[src/rtl/core/uvlds_pkg.sv]
package uvlds_pkg;

   localparam int CSR_IDX_W  = 3;
   localparam int CSR_DATA_W = 10;

   localparam logic [CSR_IDX_W-1:0] CSR_TICKS_PER_MINUTE = 3'd0;
   localparam logic [CSR_IDX_W-1:0] CSR_STANDBY_HOURS    = 3'd1;
   localparam logic [CSR_IDX_W-1:0] CSR_RUN_MINUTES      = 3'd2;
   localparam logic [CSR_IDX_W-1:0] CSR_RETRY_TICKS      = 3'd3;

   localparam logic [9:0] TICKS_PER_MINUTE_RST = 10'd600;
   localparam logic [7:0] STANDBY_HOURS_RST    = 8'd6;
   localparam logic [7:0] RUN_MINUTES_RST      = 8'd120;
   localparam logic [7:0] RETRY_TICKS_RST      = 8'd30;

   localparam logic [5:0] MINUTES_PER_HOUR = 6'd60;

   localparam int OFF_LID   = 0;
   localparam int OFF_RETRY = 1;
   localparam int OFF_ERROR = 2;

   typedef enum logic {
      PH_STANDBY = 1'b0,
      PH_RUN     = 1'b1
   } phase_type;

   typedef struct packed {
      logic self_test_active;
      logic install_flushing;
      logic fault_test_active;
      logic fault_test_lamp_on;
      logic lid_closed;
      logic retry_request;
      logic lamp_error;
   } req_type;

   typedef struct packed {
      logic       uv_drive;
      logic       schedule_on;
      logic       run_phase;
      logic [2:0] off_reasons;
   } rsp_type;

   typedef struct packed {
      logic [9:0] ticks_per_minute;
      logic [7:0] standby_hours;
      logic [7:0] run_minutes;
      logic [7:0] retry_ticks;
   } cfg_type;

   typedef struct packed {
      logic run_phase;
      logic req_on;
   } sched_out_type;

endpackage

[src/rtl/core/uvlds_csr.sv]
module uvlds_csr
   import uvlds_pkg::*;
(
   input  logic                  clock,
   input  logic                  reset,
   input  logic                  csr_valid,
   output logic                  csr_ready,
   input  logic [CSR_IDX_W-1:0]  csr_index,
   input  logic [CSR_DATA_W-1:0] csr_wdata,
   output cfg_type               cfg
);

   cfg_type cfg_ff;
   cfg_type cfg_in;

   assign csr_ready = 1'b1;
   assign cfg       = cfg_ff;

   always_comb begin
      cfg_in = cfg_ff;
      if (csr_valid && csr_ready) begin
         case (csr_index)
            CSR_TICKS_PER_MINUTE: cfg_in.ticks_per_minute = csr_wdata[9:0];
            CSR_STANDBY_HOURS:    cfg_in.standby_hours    = csr_wdata[7:0];
            CSR_RUN_MINUTES:      cfg_in.run_minutes      = csr_wdata[7:0];
            CSR_RETRY_TICKS:      cfg_in.retry_ticks      = csr_wdata[7:0];
            default:              cfg_in = cfg_ff;
         endcase
      end
   end

   always_ff @(posedge clock) begin
      if (reset) begin
         cfg_ff.ticks_per_minute <= TICKS_PER_MINUTE_RST;
         cfg_ff.standby_hours    <= STANDBY_HOURS_RST;
         cfg_ff.run_minutes      <= RUN_MINUTES_RST;
         cfg_ff.retry_ticks      <= RETRY_TICKS_RST;
      end else begin
         cfg_ff <= cfg_in;
      end
   end

endmodule

[src/rtl/core/uvlds_sched.sv]
module uvlds_sched
   import uvlds_pkg::*;
(
   input  logic          clock,
   input  logic          reset,
   input  logic          step,
   input  logic          flushing,
   input  logic [2:0]    off_bits,
   input  cfg_type       cfg,
   output sched_out_type sched_out
);

   phase_type  phase_ff,    phase_in;
   logic       run_en_ff,   run_en_in;
   logic [9:0] std_tick_ff, std_tick_in;
   logic [5:0] std_min_ff,  std_min_in;
   logic [7:0] std_hour_ff, std_hour_in;
   logic [9:0] run_tick_ff, run_tick_in;
   logic [7:0] run_min_ff,  run_min_in;

   logic [9:0] std_tick_inc;
   logic       std_tick_wrap;
   logic [9:0] std_tick_nx;
   logic [5:0] std_min_inc;
   logic       std_min_wrap;
   logic [5:0] std_min_nx;
   logic [7:0] std_hour_nx;
   logic       standby_done;
   logic [9:0] run_tick_inc;
   logic       run_tick_wrap;
   logic [9:0] run_tick_nx;
   logic [7:0] run_min_nx;
   logic       run_done;

   // standby and run timers
   always_comb begin
      std_tick_inc  = std_tick_ff + 10'd1;
      std_tick_wrap = std_tick_inc >= cfg.ticks_per_minute;
      std_tick_nx   = std_tick_wrap ? 10'd0 : std_tick_inc;
      std_min_inc   = std_tick_wrap ? std_min_ff + 6'd1 : std_min_ff;
      std_min_wrap  = std_min_inc >= MINUTES_PER_HOUR;
      std_min_nx    = std_min_wrap ? 6'd0 : std_min_inc;
      std_hour_nx   = std_min_wrap ? std_hour_ff + 8'd1 : std_hour_ff;
      standby_done  = std_hour_nx >= cfg.standby_hours;

      run_tick_inc  = run_tick_ff + 10'd1;
      run_tick_wrap = run_tick_inc >= cfg.ticks_per_minute;
      run_tick_nx   = run_tick_wrap ? 10'd0 : run_tick_inc;
      run_min_nx    = run_tick_wrap ? run_min_ff + 8'd1 : run_min_ff;
      run_done      = run_min_nx >= cfg.run_minutes;
   end

   // next state
   always_comb begin
      phase_in    = phase_ff;
      run_en_in   = run_en_ff;
      std_tick_in = std_tick_ff;
      std_min_in  = std_min_ff;
      std_hour_in = std_hour_ff;
      run_tick_in = run_tick_ff;
      run_min_in  = run_min_ff;
      if (step) begin
         if (flushing) begin
            phase_in    = PH_STANDBY;
            run_en_in   = 1'b0;
            std_tick_in = '0;
            std_min_in  = '0;
            std_hour_in = '0;
            run_tick_in = '0;
            run_min_in  = '0;
         end else if (phase_ff == PH_STANDBY) begin
            if (standby_done) begin
               phase_in    = PH_RUN;
               run_en_in   = 1'b1;
               std_tick_in = '0;
               std_min_in  = '0;
               std_hour_in = '0;
               run_tick_in = '0;
               run_min_in  = '0;
            end else begin
               std_tick_in = std_tick_nx;
               std_min_in  = std_min_nx;
               std_hour_in = std_hour_nx;
            end
         end else if (run_en_ff) begin
            if (off_bits == 3'b000) begin
               if (run_done) begin
                  run_en_in   = 1'b0;
                  std_tick_in = '0;
                  std_min_in  = '0;
                  std_hour_in = '0;
                  run_tick_in = '0;
                  run_min_in  = '0;
               end else begin
                  run_tick_in = run_tick_nx;
                  run_min_in  = run_min_nx;
               end
            end
         end else begin
            phase_in = PH_STANDBY;
         end
      end
   end

   // outputs
   always_comb begin
      sched_out.run_phase = (phase_in == PH_RUN);
      sched_out.req_on    = step && !flushing && (phase_ff == PH_RUN) && run_en_ff &&
                            (off_bits == 3'b000);
   end

   always_ff @(posedge clock) begin
      if (reset) begin
         phase_ff    <= PH_STANDBY;
         run_en_ff   <= 1'b0;
         std_tick_ff <= '0;
         std_min_ff  <= '0;
         std_hour_ff <= '0;
         run_tick_ff <= '0;
         run_min_ff  <= '0;
      end else begin
         phase_ff    <= phase_in;
         run_en_ff   <= run_en_in;
         std_tick_ff <= std_tick_in;
         std_min_ff  <= std_min_in;
         std_hour_ff <= std_hour_in;
         run_tick_ff <= run_tick_in;
         run_min_ff  <= run_min_in;
      end
   end

   a_run_en_in_run_phase: assert property (@(posedge clock) disable iff (reset)
      run_en_ff |-> (phase_ff == PH_RUN))
      else $error("run enabled outside run phase");

   a_standby_min_range: assert property (@(posedge clock) disable iff (reset)
      std_min_ff < MINUTES_PER_HOUR)
      else $error("standby minute count out of range");

   a_standby_clear_in_run: assert property (@(posedge clock) disable iff (reset)
      (phase_ff == PH_RUN) |-> (std_tick_ff == '0 && std_min_ff == '0 && std_hour_ff == '0))
      else $error("standby timers not cleared in run phase");

endmodule

[src/rtl/core/uvlds_lamp.sv]
module uvlds_lamp
   import uvlds_pkg::*;
(
   input  logic       clock,
   input  logic       reset,
   input  logic       step,
   input  req_type    req_data,
   input  logic       req_on,
   input  logic       run_phase,
   input  cfg_type    cfg,
   output logic [2:0] off_bits,
   output rsp_type    res
);

   logic       hold_ff,  hold_in;
   logic [7:0] cnt_ff,   cnt_in;
   logic [2:0] offs_ff,  offs_in;
   logic       drive_ff, drive_in;
   logic       sched_ff, sched_in;

   logic       hold_set;
   logic [7:0] cnt_inc;
   logic       release_hold;
   logic [2:0] offs_now;
   logic       ft_bit;

   always_comb begin
      hold_set     = hold_ff | req_data.retry_request;
      cnt_inc      = cnt_ff + 8'd1;
      release_hold = cnt_inc >= cfg.retry_ticks;
      ft_bit       = req_data.fault_test_active & req_data.fault_test_lamp_on;

      offs_now            = '0;
      offs_now[OFF_LID]   = !req_data.lid_closed;
      offs_now[OFF_RETRY] = hold_set && !release_hold;
      offs_now[OFF_ERROR] = req_data.lamp_error;

      hold_in  = hold_ff;
      cnt_in   = cnt_ff;
      offs_in  = offs_ff;
      drive_in = drive_ff;
      sched_in = sched_ff;
      if (step) begin
         if (hold_set) begin
            hold_in = !release_hold;
            cnt_in  = release_hold ? 8'd0 : cnt_inc;
         end else begin
            cnt_in = 8'd0;
         end
         offs_in  = offs_now;
         drive_in = (offs_now == 3'b000) && (req_on || ft_bit);
         sched_in = req_on;
      end
   end

   assign off_bits        = offs_ff;
   assign res.uv_drive    = drive_in;
   assign res.schedule_on = sched_in;
   assign res.run_phase   = run_phase;
   assign res.off_reasons = offs_in;

   always_ff @(posedge clock) begin
      if (reset) begin
         hold_ff  <= 1'b0;
         cnt_ff   <= '0;
         offs_ff  <= '0;
         drive_ff <= 1'b0;
         sched_ff <= 1'b0;
      end else begin
         hold_ff  <= hold_in;
         cnt_ff   <= cnt_in;
         offs_ff  <= offs_in;
         drive_ff <= drive_in;
         sched_ff <= sched_in;
      end
   end

   a_idle_count_clear: assert property (@(posedge clock) disable iff (reset)
      !hold_ff |-> (cnt_ff == '0))
      else $error("retry count running without hold");

   a_drive_needs_clear: assert property (@(posedge clock) disable iff (reset)
      drive_ff |-> (offs_ff == 3'b000))
      else $error("lamp driven with an off reason set");

   a_hold_reported: assert property (@(posedge clock) disable iff (reset)
      hold_ff |-> offs_ff[OFF_RETRY])
      else $error("retry hold latched but not reported");

endmodule

[src/rtl/core/uv_lamp_duty_scheduler_top.sv]
// the response to an accepted request is registered and shown in the cycle after its acceptance
// throughput: one request per cycle while req_stall is low, the response register frees as it is taken
// req_stall rises only while a finished response waits under rsp_stall
// reset clears the schedule, timers, retry hold, drive and response valid
// and returns the control registers to their default values
module uv_lamp_duty_scheduler_top
   import uvlds_pkg::*;
(
   input  logic                  clock,
   input  logic                  reset,
   input  logic                  req_valid,
   output logic                  req_stall,
   input  req_type               req_data,
   output logic                  rsp_valid,
   input  logic                  rsp_stall,
   output rsp_type               rsp_data,
   input  logic                  csr_valid,
   output logic                  csr_ready,
   input  logic [CSR_IDX_W-1:0]  csr_index,
   input  logic [CSR_DATA_W-1:0] csr_wdata
);

   cfg_type       cfg;
   sched_out_type sched_out;
   logic [2:0]    off_bits;
   rsp_type       res;
   logic          accept;
   logic          step;

   logic    rsp_valid_ff, rsp_valid_in;
   rsp_type rsp_data_ff,  rsp_data_in;

   assign req_stall = rsp_valid_ff && rsp_stall;
   assign accept    = req_valid && !req_stall;
   assign step      = accept && !req_data.self_test_active;

   uvlds_csr u_csr (
      .clock     (clock),
      .reset     (reset),
      .csr_valid (csr_valid),
      .csr_ready (csr_ready),
      .csr_index (csr_index),
      .csr_wdata (csr_wdata),
      .cfg       (cfg)
   );

   uvlds_sched u_sched (
      .clock     (clock),
      .reset     (reset),
      .step      (step),
      .flushing  (req_data.install_flushing),
      .off_bits  (off_bits),
      .cfg       (cfg),
      .sched_out (sched_out)
   );

   uvlds_lamp u_lamp (
      .clock     (clock),
      .reset     (reset),
      .step      (step),
      .req_data  (req_data),
      .req_on    (sched_out.req_on),
      .run_phase (sched_out.run_phase),
      .cfg       (cfg),
      .off_bits  (off_bits),
      .res       (res)
   );

   always_comb begin
      rsp_valid_in = accept || (rsp_valid_ff && rsp_stall);
      rsp_data_in  = accept ? res : rsp_data_ff;
   end

   always_ff @(posedge clock) begin
      if (reset) begin
         rsp_valid_ff <= 1'b0;
      end else begin
         rsp_valid_ff <= rsp_valid_in;
      end
   end

   always_ff @(posedge clock) begin
      rsp_data_ff <= rsp_data_in;
   end

   assign rsp_valid = rsp_valid_ff;
   assign rsp_data  = rsp_data_ff;

   a_accept_gives_rsp: assert property (@(posedge clock) disable iff (reset)
      accept |=> rsp_valid_ff)
      else $error("accepted request produced no response");

   a_self_test_holds: assert property (@(posedge clock) disable iff (reset)
      (accept && req_data.self_test_active && rsp_valid_ff) |=>
      (rsp_data_ff.run_phase == $past(sched_out.run_phase)))
      else $error("self test changed the phase");

   a_drive_clear: assert property (@(posedge clock) disable iff (reset)
      (rsp_valid_ff && rsp_data_ff.uv_drive) |-> (rsp_data_ff.off_reasons == 3'b000))
      else $error("response drives lamp with an off reason");

endmodule
[config.mk]
export PLATFORM = sky130hd
export DESIGN_NAME = uv_lamp_duty_scheduler_top
export DESIGN_NICKNAME = d
export VERILOG_FILES = /design/src/rtl/core/uvlds_pkg.sv /design/src/rtl/core/uvlds_csr.sv /design/src/rtl/core/uvlds_sched.sv /design/src/rtl/core/uvlds_lamp.sv /design/src/rtl/core/uv_lamp_duty_scheduler_top.sv
export SDC_FILE = /design/constraint.sdc
export NUM_CORES = 1
export LEC_CHECK = 0
export ABC_AREA = 1
export BUFFER_PORTS_ARGS = -buffer_cell sky130_fd_sc_hd__clkbuf_2
export CORE_MARGIN = 2
export CORE_UTILIZATION = 35
export DETAILED_ROUTE_END_ITERATION = 10
export GPL_ROUTABILITY_DRIVEN = 0
export SLEW_MARGIN = 40
export SYNTH_ARGS = -nofsm -noshare
export SYNTH_HDL_FRONTEND = slang
export SYNTH_SLANG_ARGS = --single-unit
[constraint.sdc]
create_clock -name clock -period 9.75 [get_ports clock]
set_input_delay 1.95 -clock clock [delete_from_list [all_inputs] [get_ports clock]]
set_output_delay 1.95 -clock clock [all_outputs]
set_load 0.01 [all_outputs]
==> results of run 1 <==
[through the flow]
stage	hold WS, ns	power [mW]	setup WS, ns
floorplan	0.4351	0.4695	5.701
global placement	0.4535	0.4899	4.639
detailed placement	0.4539	0.4906	4.682
CTS	0.4667	0.8544	4.652
global route	0.4868	0.8785	4.510
finish	0.4625	0.8419	4.973
[state kept, by name, summed over array words and instances (netlist names)]
signal	cells
u_sched.run_en_ff	1
u_lamp.sched_ff	1
u_sched.run_tick_ff	10
rsp_valid	1
rsp_data	6
u_lamp.hold_ff	1
u_lamp.off_bits	3
u_sched.std_min_ff	6
u_lamp.cnt_ff	8
u_sched.phase_ff	1
u_csr.cfg	34
u_sched.std_hour_ff	8
u_lamp.drive_ff	1
u_sched.run_min_ff	8
u_sched.std_tick_ff	10
[cell type report]
class / count / area, sq um
clock buffer: 11 / 232.7
inverter: 123 / 461.7
tap: 220 / 275.3
sequential: 99 / 2042
timing repair buffer: 34 / 182.7
clock inverter: 5 / 63.81
fill: 1768 / 10040
multi-input combinational: 560 / 3407
[worst paths after layout]
path | start | endpoint | slack [ns]
setup / recovery | u_sched.run_tick_ff[0] | u_sched.std_min_ff[1] | 4.97
hold / removal | u_csr.cfg[15] | u_csr.cfg[15] | 0.46
setup reg to reg | u_sched.run_tick_ff[0] | u_sched.std_min_ff[1] | 4.97
hold reg to reg | u_csr.cfg[15] | u_csr.cfg[15] | 0.46
[worst max-delay path, delay by kind of cell (launching register included)]
kind,cells,cell delay (ns)
xor gates and xnor gates,1,0.16
buffers and inverters,3,0.73
DFF,1,0.39
and+or+nand+nor,13,1.74
adders and majority gates,3,0.73
AOI/OAI and AO/OA,5,0.90
[power by group through the flow]
stage	combinational, mW	clock, mW	sequential [mW]
6_report	0.0610	0.361	0.420
5_1_grt	0.0692	0.388	0.421
4_1_cts	0.0613	0.373	0.420
3_5_place_dp	0.0610	0	0.430
3_3_place_gp	0.0603	0	0.430
2_1_floorplan	0.0396	0	0.430
[cell usage in the layout, fill, tap and decap left out, types with 7 or more instances in the layout]
cell       instances
nand4_1           14
and2_1             7
xor2_1            22
nand3_2            8
nand2_2            8
o21ai_0           34
nand2_4           10
nand2_1          151
a21oi_1           86
nand3_1           48
clkbuf_2          32
inv_2              7
nor2_1            58
o211ai_1          11
inv_1            114
ha_1              50
xnor2_1            7
dfxtp_1           93
clkbuf_16          9
[logic make-up (layout without fill, tap and decap cells)]
group / count (synthesis) / after routing
compound gates: 153 / 153
simple gates: 327 / 327
xor+xnor: 29 / 29
flops: 99 / 99
fa+ha+maj: 50 / 50
buf+inv: 144 / 173
other cells: 1 / 1
[per-layer routing]
metal,vias to the layer above,global-route usage (%),wire length [microns]
li1,2679,-,-
met1,2246,19.94,6443
met2,62,24.17,5753
met3,11,3.866,489
met4,0,3.877,161
met5,-,0,0
==> results.md, run 1 <==
- Seq pwr share: 49.9%
- Num CTS Buffers: 9
- Status: complete, no violations
- Max Buffers Root-to-Sink: 2
- Die X-Extent: 135.1 microns
- WP data required: 9.99 ns
- Mapped Nets: 878
- # DRC: 0
- Fin cells: about 1100
- Compound-cell area share of the yosys netlist: 14.57%
- Vias/cell: roughly 4.8
- Core Area: 16700 sq um
- Max IR drop VDD: around 0.12 mV
- Synth cell count leaders: 151 x nand2_1, 115 x inv_1, 93 x dfxtp_1
- CP max stage cell: inv_1
- Die area: between 15000 and 20000 sq um
- Setup crit end kind: register
- Max transition margin: 52.29%
- Worst-path clk slew: 0.07 ns
- Root Buffer: clkbuf_16
- Total congestion overflow: 0
- First-pass GRT wire length: 21.79 mm
- Unrepaired setup endpoints after global routing: no
- Post-CTS Setup Bufs: 0
- Cts hold-fix bufs: 0
- Asr flop ratio synth: 0%
- Port Buffers: 32
- Initial antenna violation count: 0
- Synth Instances: 803
- Period utilization: 48.99%
- Largest family of logic cells by synthesized area: simple AND/OR/NAND/NOR gates
- Sw Share: 24.38%
- CTS H-tree lvls: 3
- Wire per inst: 12.21 microns
- Critical Path Start Type: register
- Cells after DPL: roughly 1000
- PwrDens: 126.3 nW/um^2
- Yosys top cell area share: ~31%
- Mux cell area share after synthesis: 0%
- Syn Area/Cell: 7.489 sq um
- Vias: 4998
- Hpwl dp: 9.322 mm
- Skew final: 0.006236 ns
- Post-synthesis simple-gate area fraction: 27.40%
- Synthesized flop and latch total: just under 100
- CTS tree: built
- Post-DRT Antenna Nets: 0
- Ratio of cells with drive above 1 in the final layout: between 10 and 15%
- Critical-path maximum fanout: 22
- Final setup violation count: 0
- Largest area contributor in the netlist: dfxtp_1
- Xor and xnor area share after synthesis: 4.224%
- Hold path cells: 2
- Cells on worst reg2reg path: 25
- Area grow syn2layout: 10.84%
- P_int: 0.6366 mW
- Switching power of the nets: 0.2053 mW
- Count leader, synth: nand2_1
- Final TNS setup: 0 ns
- Post-synthesis adder-cell area fraction: 10.40%
- Ant. Diodes: 0
- Post-DP Area: 6354 sq um
- Starting Density: between 30 and 40%
- Worst hold path class: register to register
- Io pins: 34
- Vias in the first global route: 4567
- Number of synthesis warnings: 0
- Final hold violation count: 0
- Fmax achieved: 209.3 MHz
- Post-synth EDFFs: 6
- Clk sinks: about 100
- Worst-Margin Slew: 0.7157 ns
- Combinational share of power: 7.2%
- Primary FF master, synth: dfxtp_1
- Die H: 135.1 microns
- Area contributors post-synth: dfxtp_1 31%, ha_1 10%, nand2_1 9.4%
- Nets: 902
- Number of library cell types mapped by synthesis: 44
- Min Tclk post-route: about 4.8 ns
- Drt initial violations: about 260
- Pleak: approximately 3.0 nW
- Post-route cell area: approximately 6700 sq um
- Post-Syn Area: between 6000 and 7000 sq um
- Clock latency at the later pin of the worst-skew pair: 0.35 ns
- CTS-repair resized insts: 0
- Sequential-to-total area share from yosys stat: 33.96%
- Largest net degree at the start of global routing: 60
- Delay of the slowest critical-path stage: 0.42 ns
- Fin util: between 30% and 40%
- Fin. max-slew vios: 0
- Global Route Usage Sum: between 10% and 20%
- CP Class: register to register
- Max-cap violations: 0
- Row Count: 47
- Routed wire length: 12.85 mm
- Drt first pass iters: 4
- Crit path DAT: approximately 5.0 ns
- Clock power frac: 42.8%
Power figures use the tool's default switching activity.
==> run 2, diff against run 1 <==
clock period = 4.3 ns   (was 9.75 ns; I/O delays follow)
==> run 2 against run 1 <==
  * The flow now finishes with violations (setup timing)
  * Non-clock buffer count up 46
  * Clock power up 120%
  * Critical endpoint is now u_sched.std_tick_ff[8]
  * First-iteration DRC count up 57%
  * Largest power group unchanged
==> results.md, run 2 (synthesized netlist as in run 1, its figures left out) <==
- CP Class: register to register
- Global Route Usage Sum: ~16%
- Met2 GRT Util: 24.93%
- Most used cell, CP: nand2_4
- Most frequent cells in the layout: 136 x nand2_1, 113 x inv_1, 86 x dfxtp_1
- Setup crit end kind: register
- Nets: 950
- Cells after DPL: 1053
- Starting Density: ~36%
- Largest net degree at the start of global routing: 59
- Vias/cell: about 4.8
- Max Buffers Root-to-Sink: 2
- Die H: 135.1 microns
- Clk sinks: 99
- Io pins: 34
- Post-DP Area: 6526 sq um
- Initial antenna violation count: 0
- Worst Path Buf+Inv: 5
- Row Count: 47
- Die area: 18250 sq um
- Multi-input logic area: 3844 sq um
- Delay of the slowest critical-path stage: 0.36 ns
- Hpwl dp: 9.619 mm
- Ratio of cells with drive above 1 in the final layout: 25.34%
- Post-route cell area: between 7000 and 8000 sq um
- Worst-Margin Slew: about 0.75 ns
- CP delay by family, top: simple AND/OR/NAND/NOR gates
- First-pass GRT wire length: 22.81 mm
- Sw Share: 26.41%
- CTS H-tree lvls: 3
- Core Area: about 17000 sq um
- Max IR drop VDD: 0.2002 mV
- Skew final: 0.008029 ns
- GRT met1 Usage: 20.78%
- Fillcell total: 1628
- Port Buffers: 32
- Worst slack, placed: 0.05524 ns
- Final setup violation count: 2
- Root Buffer: clkbuf_16
- Worst-path clk slew: 0.07 ns
- Drt initial violations: 403
- Wire per inst: around 13 microns
- WP data required: between 4 and 5 ns
- Critical-path maximum fanout: 5
- Grt peak-use layer: met2
- Critical Path Start Type: register
- Cts hold-fix bufs: 0
- Pleak: ~3.4 nW
- PwrDens: 251.2 nW/um^2
- Fin. max-slew vios: 0
- Post-DRT Antenna Nets: 0
- Hold Slack: 0.4641 ns
- Drt first pass iters: 4
- Total congestion overflow: 0
- Min Tclk post-route: 4.312 ns
- Max-cap violations: 0
- Fmax achieved: 231.9 MHz
- Worst hold path class: register to register
- Max transition margin: 49.68%
- Die X-Extent: 135.1 microns
- Seq pwr share: approximately half
- Clock latency at the later pin of the worst-skew pair: 0.36 ns
- # DRC: 0
- Final TNS setup: -0.02456 ns
- Final hold violation count: 0
- Switching power of the nets: 0.5034 mW
- Vias in the first global route: 4753
- Crit path DAT: about 4.6 ns
- Failing checks: setup timing
- Reg area: 2056 sq um
- CTS tree: built
- Num CTS Buffers: 9
- Setup ws final: -0.01237 ns
- Combinational share of power: under 10%
- Clock power frac: between 40 and 50%
- Status: complete, but fails checks
- Max FFs per register: 34
- Routed wire length: 14.70 mm
- Period utilization: 100.3%
- Area grow syn2layout: 26.15%
- Vias: 5254
- Most common cell after layout, fill and taps aside: nand2_1
- Ant. Diodes: 0
- GR Util met3: 3.904%
- Unrepaired setup endpoints after global routing: yes
- Fin cells: 1100
- CP max stage cell: dfxtp_2
- P_int: around 1.4 mW
## run 2: path summary, 6_finish.rpt
path / start / endpoint / slack [ns] / cells past startpoint
max: u_sched.std_tick_ff[4] / u_sched.std_tick_ff[8] / -0.01 / 29
min: u_csr.cfg[9] / u_csr.cfg[9] / 0.46 / 2
max reg2reg: u_sched.std_tick_ff[4] / u_sched.std_tick_ff[8] / -0.01 / 29
min reg2reg: u_csr.cfg[9] / u_csr.cfg[9] / 0.46 / 2
## run 2: area by class of cell
| cell class | instances | area share (%) |
|---|---|---|
| clock buffer | 10 | 3.018 |
| tap | 220 | 3.629 |
| inverter | 123 | 6.119 |
| sequential | 99 | 27.10 |
| timing repair buffer | 80 | 8.841 |
| multi-input combinational | 562 | 50.67 |
| clock inverter | 6 | 0.6268 |
## run 2: timing repair
| item | CTS | global route |
|---|---|---|
| setup buffers | 0 | 25 |
| endpoints found under the setup margin | 0 | 45 |
| hold endpoints to repair | 0 | 0 |
| gates resized for setup | 0 | 102 |
## run 2: layer usage
layer	routed length (microns)	part of all wire, %
met1	6926	47
met2	6917	47
met3	598	4.1
met4	261	1.8
met5	0	0
## run 2: metrics by stage
stage	utilization, %	total power, mW
after floorplan	-	1.065
final	45.42	1.906
after detailed placement	39.08	1.120
after global routing	45.42	1.985
after CTS	40.73	1.909
after global placement	39.08	1.119
## run 2: power by group through the flow
stage | clock network [mW] | registers, mW | logic [mW]
CTS | 0.810 | 0.952 | 0.147
detailed placement | 0 | 0.974 | 0.146
global route | 0.849 | 0.953 | 0.183
finish | 0.790 | 0.951 | 0.164
floorplan | 0 | 0.975 | 0.0899
global placement | 0 | 0.974 | 0.145
## run 2: tightest hold or removal path: stages (launching register included)
cell and delay, ns:
dfxtp_1 0.30, inv_1 0.06, a21oi_1 0.06
==> run 3, diff against run 2 <==
RECOVER_POWER = 100   (was unset)
==> run 3 against run 2 <==
  * The run still ends with setup timing left
  * Sequential power hardly changed
  * Register-to-register slack hardly changed
  * Hold slack hardly changed
  * Worst setup slack better by 0.0073 ns
  * Global-route usage stayed put
  * Sequential share of layout area hardly changed
  * Largest cell class unchanged
  * Highest routed layer unchanged
==> results.md, run 3 (synthesized netlist as in run 1, its figures left out) <==
- Status: complete, but fails checks
- Failing checks: setup timing
- Routed wire length: between 10 and 15 mm
- Period utilization: 100.1%
- Most used cell, CP: nand2_4
- Ratio of cells with drive above 1 in the final layout: ~25%
- First-pass GRT wire length: around 23 mm
- WP data required: 4.58 ns
- CP Class: register to register
- Die X-Extent: 135.1 microns
- Global Route Usage Sum: 15.55%
- Final hold violation count: 0
- Largest net degree at the start of global routing: 59
- Drt initial violations: just over 400
- # DRC: 0
- Setup crit end kind: register
- Port Buffers: 32
- Io pins: 34
- Vias/cell: approximately 4.8
- HP Start: u_csr.cfg[9]
- Post-DRT Antenna Nets: 0
- Reg area: 2056 sq um
- Final setup violation count: 2
- Row Count: 47
- Root Buffer: clkbuf_16
- Fillcell total: about 1600
- Critical Path Start: u_sched.std_tick_ff[4]
- Vias: around 5300
- Die H: 135.1 microns
- Hpwl dp: 9.619 mm
- Critical Path Start Type: register
- Worst-path clk slew: 0.07 ns
- Max-cap violations: 0
- Fin. max-slew vios: 0
- Max IR drop VDD: 0.2010 mV
- Drt first pass iters: 5
- Initial antenna violation count: 0
- Most common cell after layout, fill and taps aside: nand2_1
- Hold Slack: ~0.46 ns
- Max FFs per register: 34
- Vias in the first global route: 4753
- Max transition margin: 49.06%
- CTS H-tree lvls: 3
- Fmax achieved: 232.3 MHz
- Clock latency at the later pin of the worst-skew pair: about 0.36 ns
- Hold path cells: 2
- Skew final: 0.008284 ns
- Num CTS Buffers: 9
- Pleak: 3.406 nW
- CTS tree: built
- Starting Density: 36.01%
- Multi-input logic area: 3836 sq um
- Cells on worst reg2reg path: 29
- Fin util: 45.38%
- Unrepaired setup endpoints after global routing: yes
- Worst hold path class: register to register
- Die area: between 15000 and 20000 sq um
- Min Tclk post-route: around 4.3 ns
- Setup ws final: -0.005101 ns
- PwrDens: 251.4 nW/um^2
- Wire per inst: 13.44 microns
- Core Area: 16700 sq um
- Critical-path maximum fanout: 5
- Crit path DAT: about 4.6 ns
- Most frequent cells in the layout: 136 x nand2_1, 113 x inv_1, 86 x dfxtp_1
- Total congestion overflow: 0
- Cts hold-fix bufs: 0
- Clk sinks: 99
- Reg2reg start: u_sched.std_tick_ff[4]
- Ant. Diodes: 0
- Worst-Margin Slew: 0.7641 ns
- Nets: 950
- Max Buffers Root-to-Sink: 2
- CP max stage cell: dfxtp_2
- Delay of the slowest critical-path stage: around 0.36 ns
- Area grow syn2layout: 26.03%
run 3: changes by cell type in the layout (fill, tap and decap cells not counted), sizes merged:
cell and delta:
inv -1, clkinv +1
run 3: final cells by class:
class,count,share of cell area [%]
Multi-Input combinational cell,562,50.62
Timing Repair Buffer,80,8.849
Clock inverter,6,0.6274
Inverter,123,6.125
Tap cell,220,3.632
Sequential cell,99,27.13
Clock buffer,10,3.021
run 3: per-stage QoR:
| stage | instances | setup WS (ns) | power (mW) | cell area [sq um] | TNS, ns |
|---|---|---|---|---|---|
| CTS | 1069 | 0.01714 | 1.909 | 6803 | 0 |
| finish | 1100 | -0.005101 | 1.906 | 7579 | -0.008674 |
| floorplan | 803 | 0.2967 | 1.065 | 6013 | 0 |
| detailed placement | 1053 | 0.05524 | 1.120 | 6526 | 0 |
| global route | 1100 | -0.2199 | 1.984 | 7579 | -6.711 |
| global placement | 1053 | 0.09452 | 1.119 | 6526 | 0 |
run 3: timing repair:
| action | CTS | global route |
|---|---|---|
| endpoints found under the hold margin | 0 | 0 |
| endpoints found under the setup margin | 0 | 45 |
| setup buffers | 0 | 25 |
| gates resized for setup | 0 | 102 |
run 3: where the power goes:
| part | total [mW] | internal [mW] | switching [mW] |
|---|---|---|---|
| sequential | 0.951 | 0.943 | 0.00797 |
| combinational | 0.164 | 0.0590 | 0.105 |
| clock | 0.790 | 0.400 | 0.390 |
| total | 1.91 | 1.40 | 0.504 |
run 3: worst paths after layout:
kind,to,slack [ns]
setup reg to reg,u_sched.std_tick_ff[8],-0.005
hold reg to reg,u_csr.cfg[9],0.46
hold / removal,u_csr.cfg[9],0.46
setup / recovery,u_sched.std_tick_ff[8],-0.005
run 3: metal layers:
metal	vias up	share of wire, %	global-route usage [%]
met5	-	0	0
met4	0	1.8	4.456
met3	19	3.4	3.904
met2	86	47	24.93
met1	2391	48	20.78
li1	2768	-	-
run 3: critical path: cells and delay by family, from the launching register on:
kind	cells	cell delay, ns
AO/OA/AOI/OAI	4	0.59
AND/OR/NAND/NOR	17	2.04
adder cells (fa/ha/maj)	2	0.46
flip-flops	1	0.36
buffers and inverters	5	0.61
XOR/XNOR	1	0.16
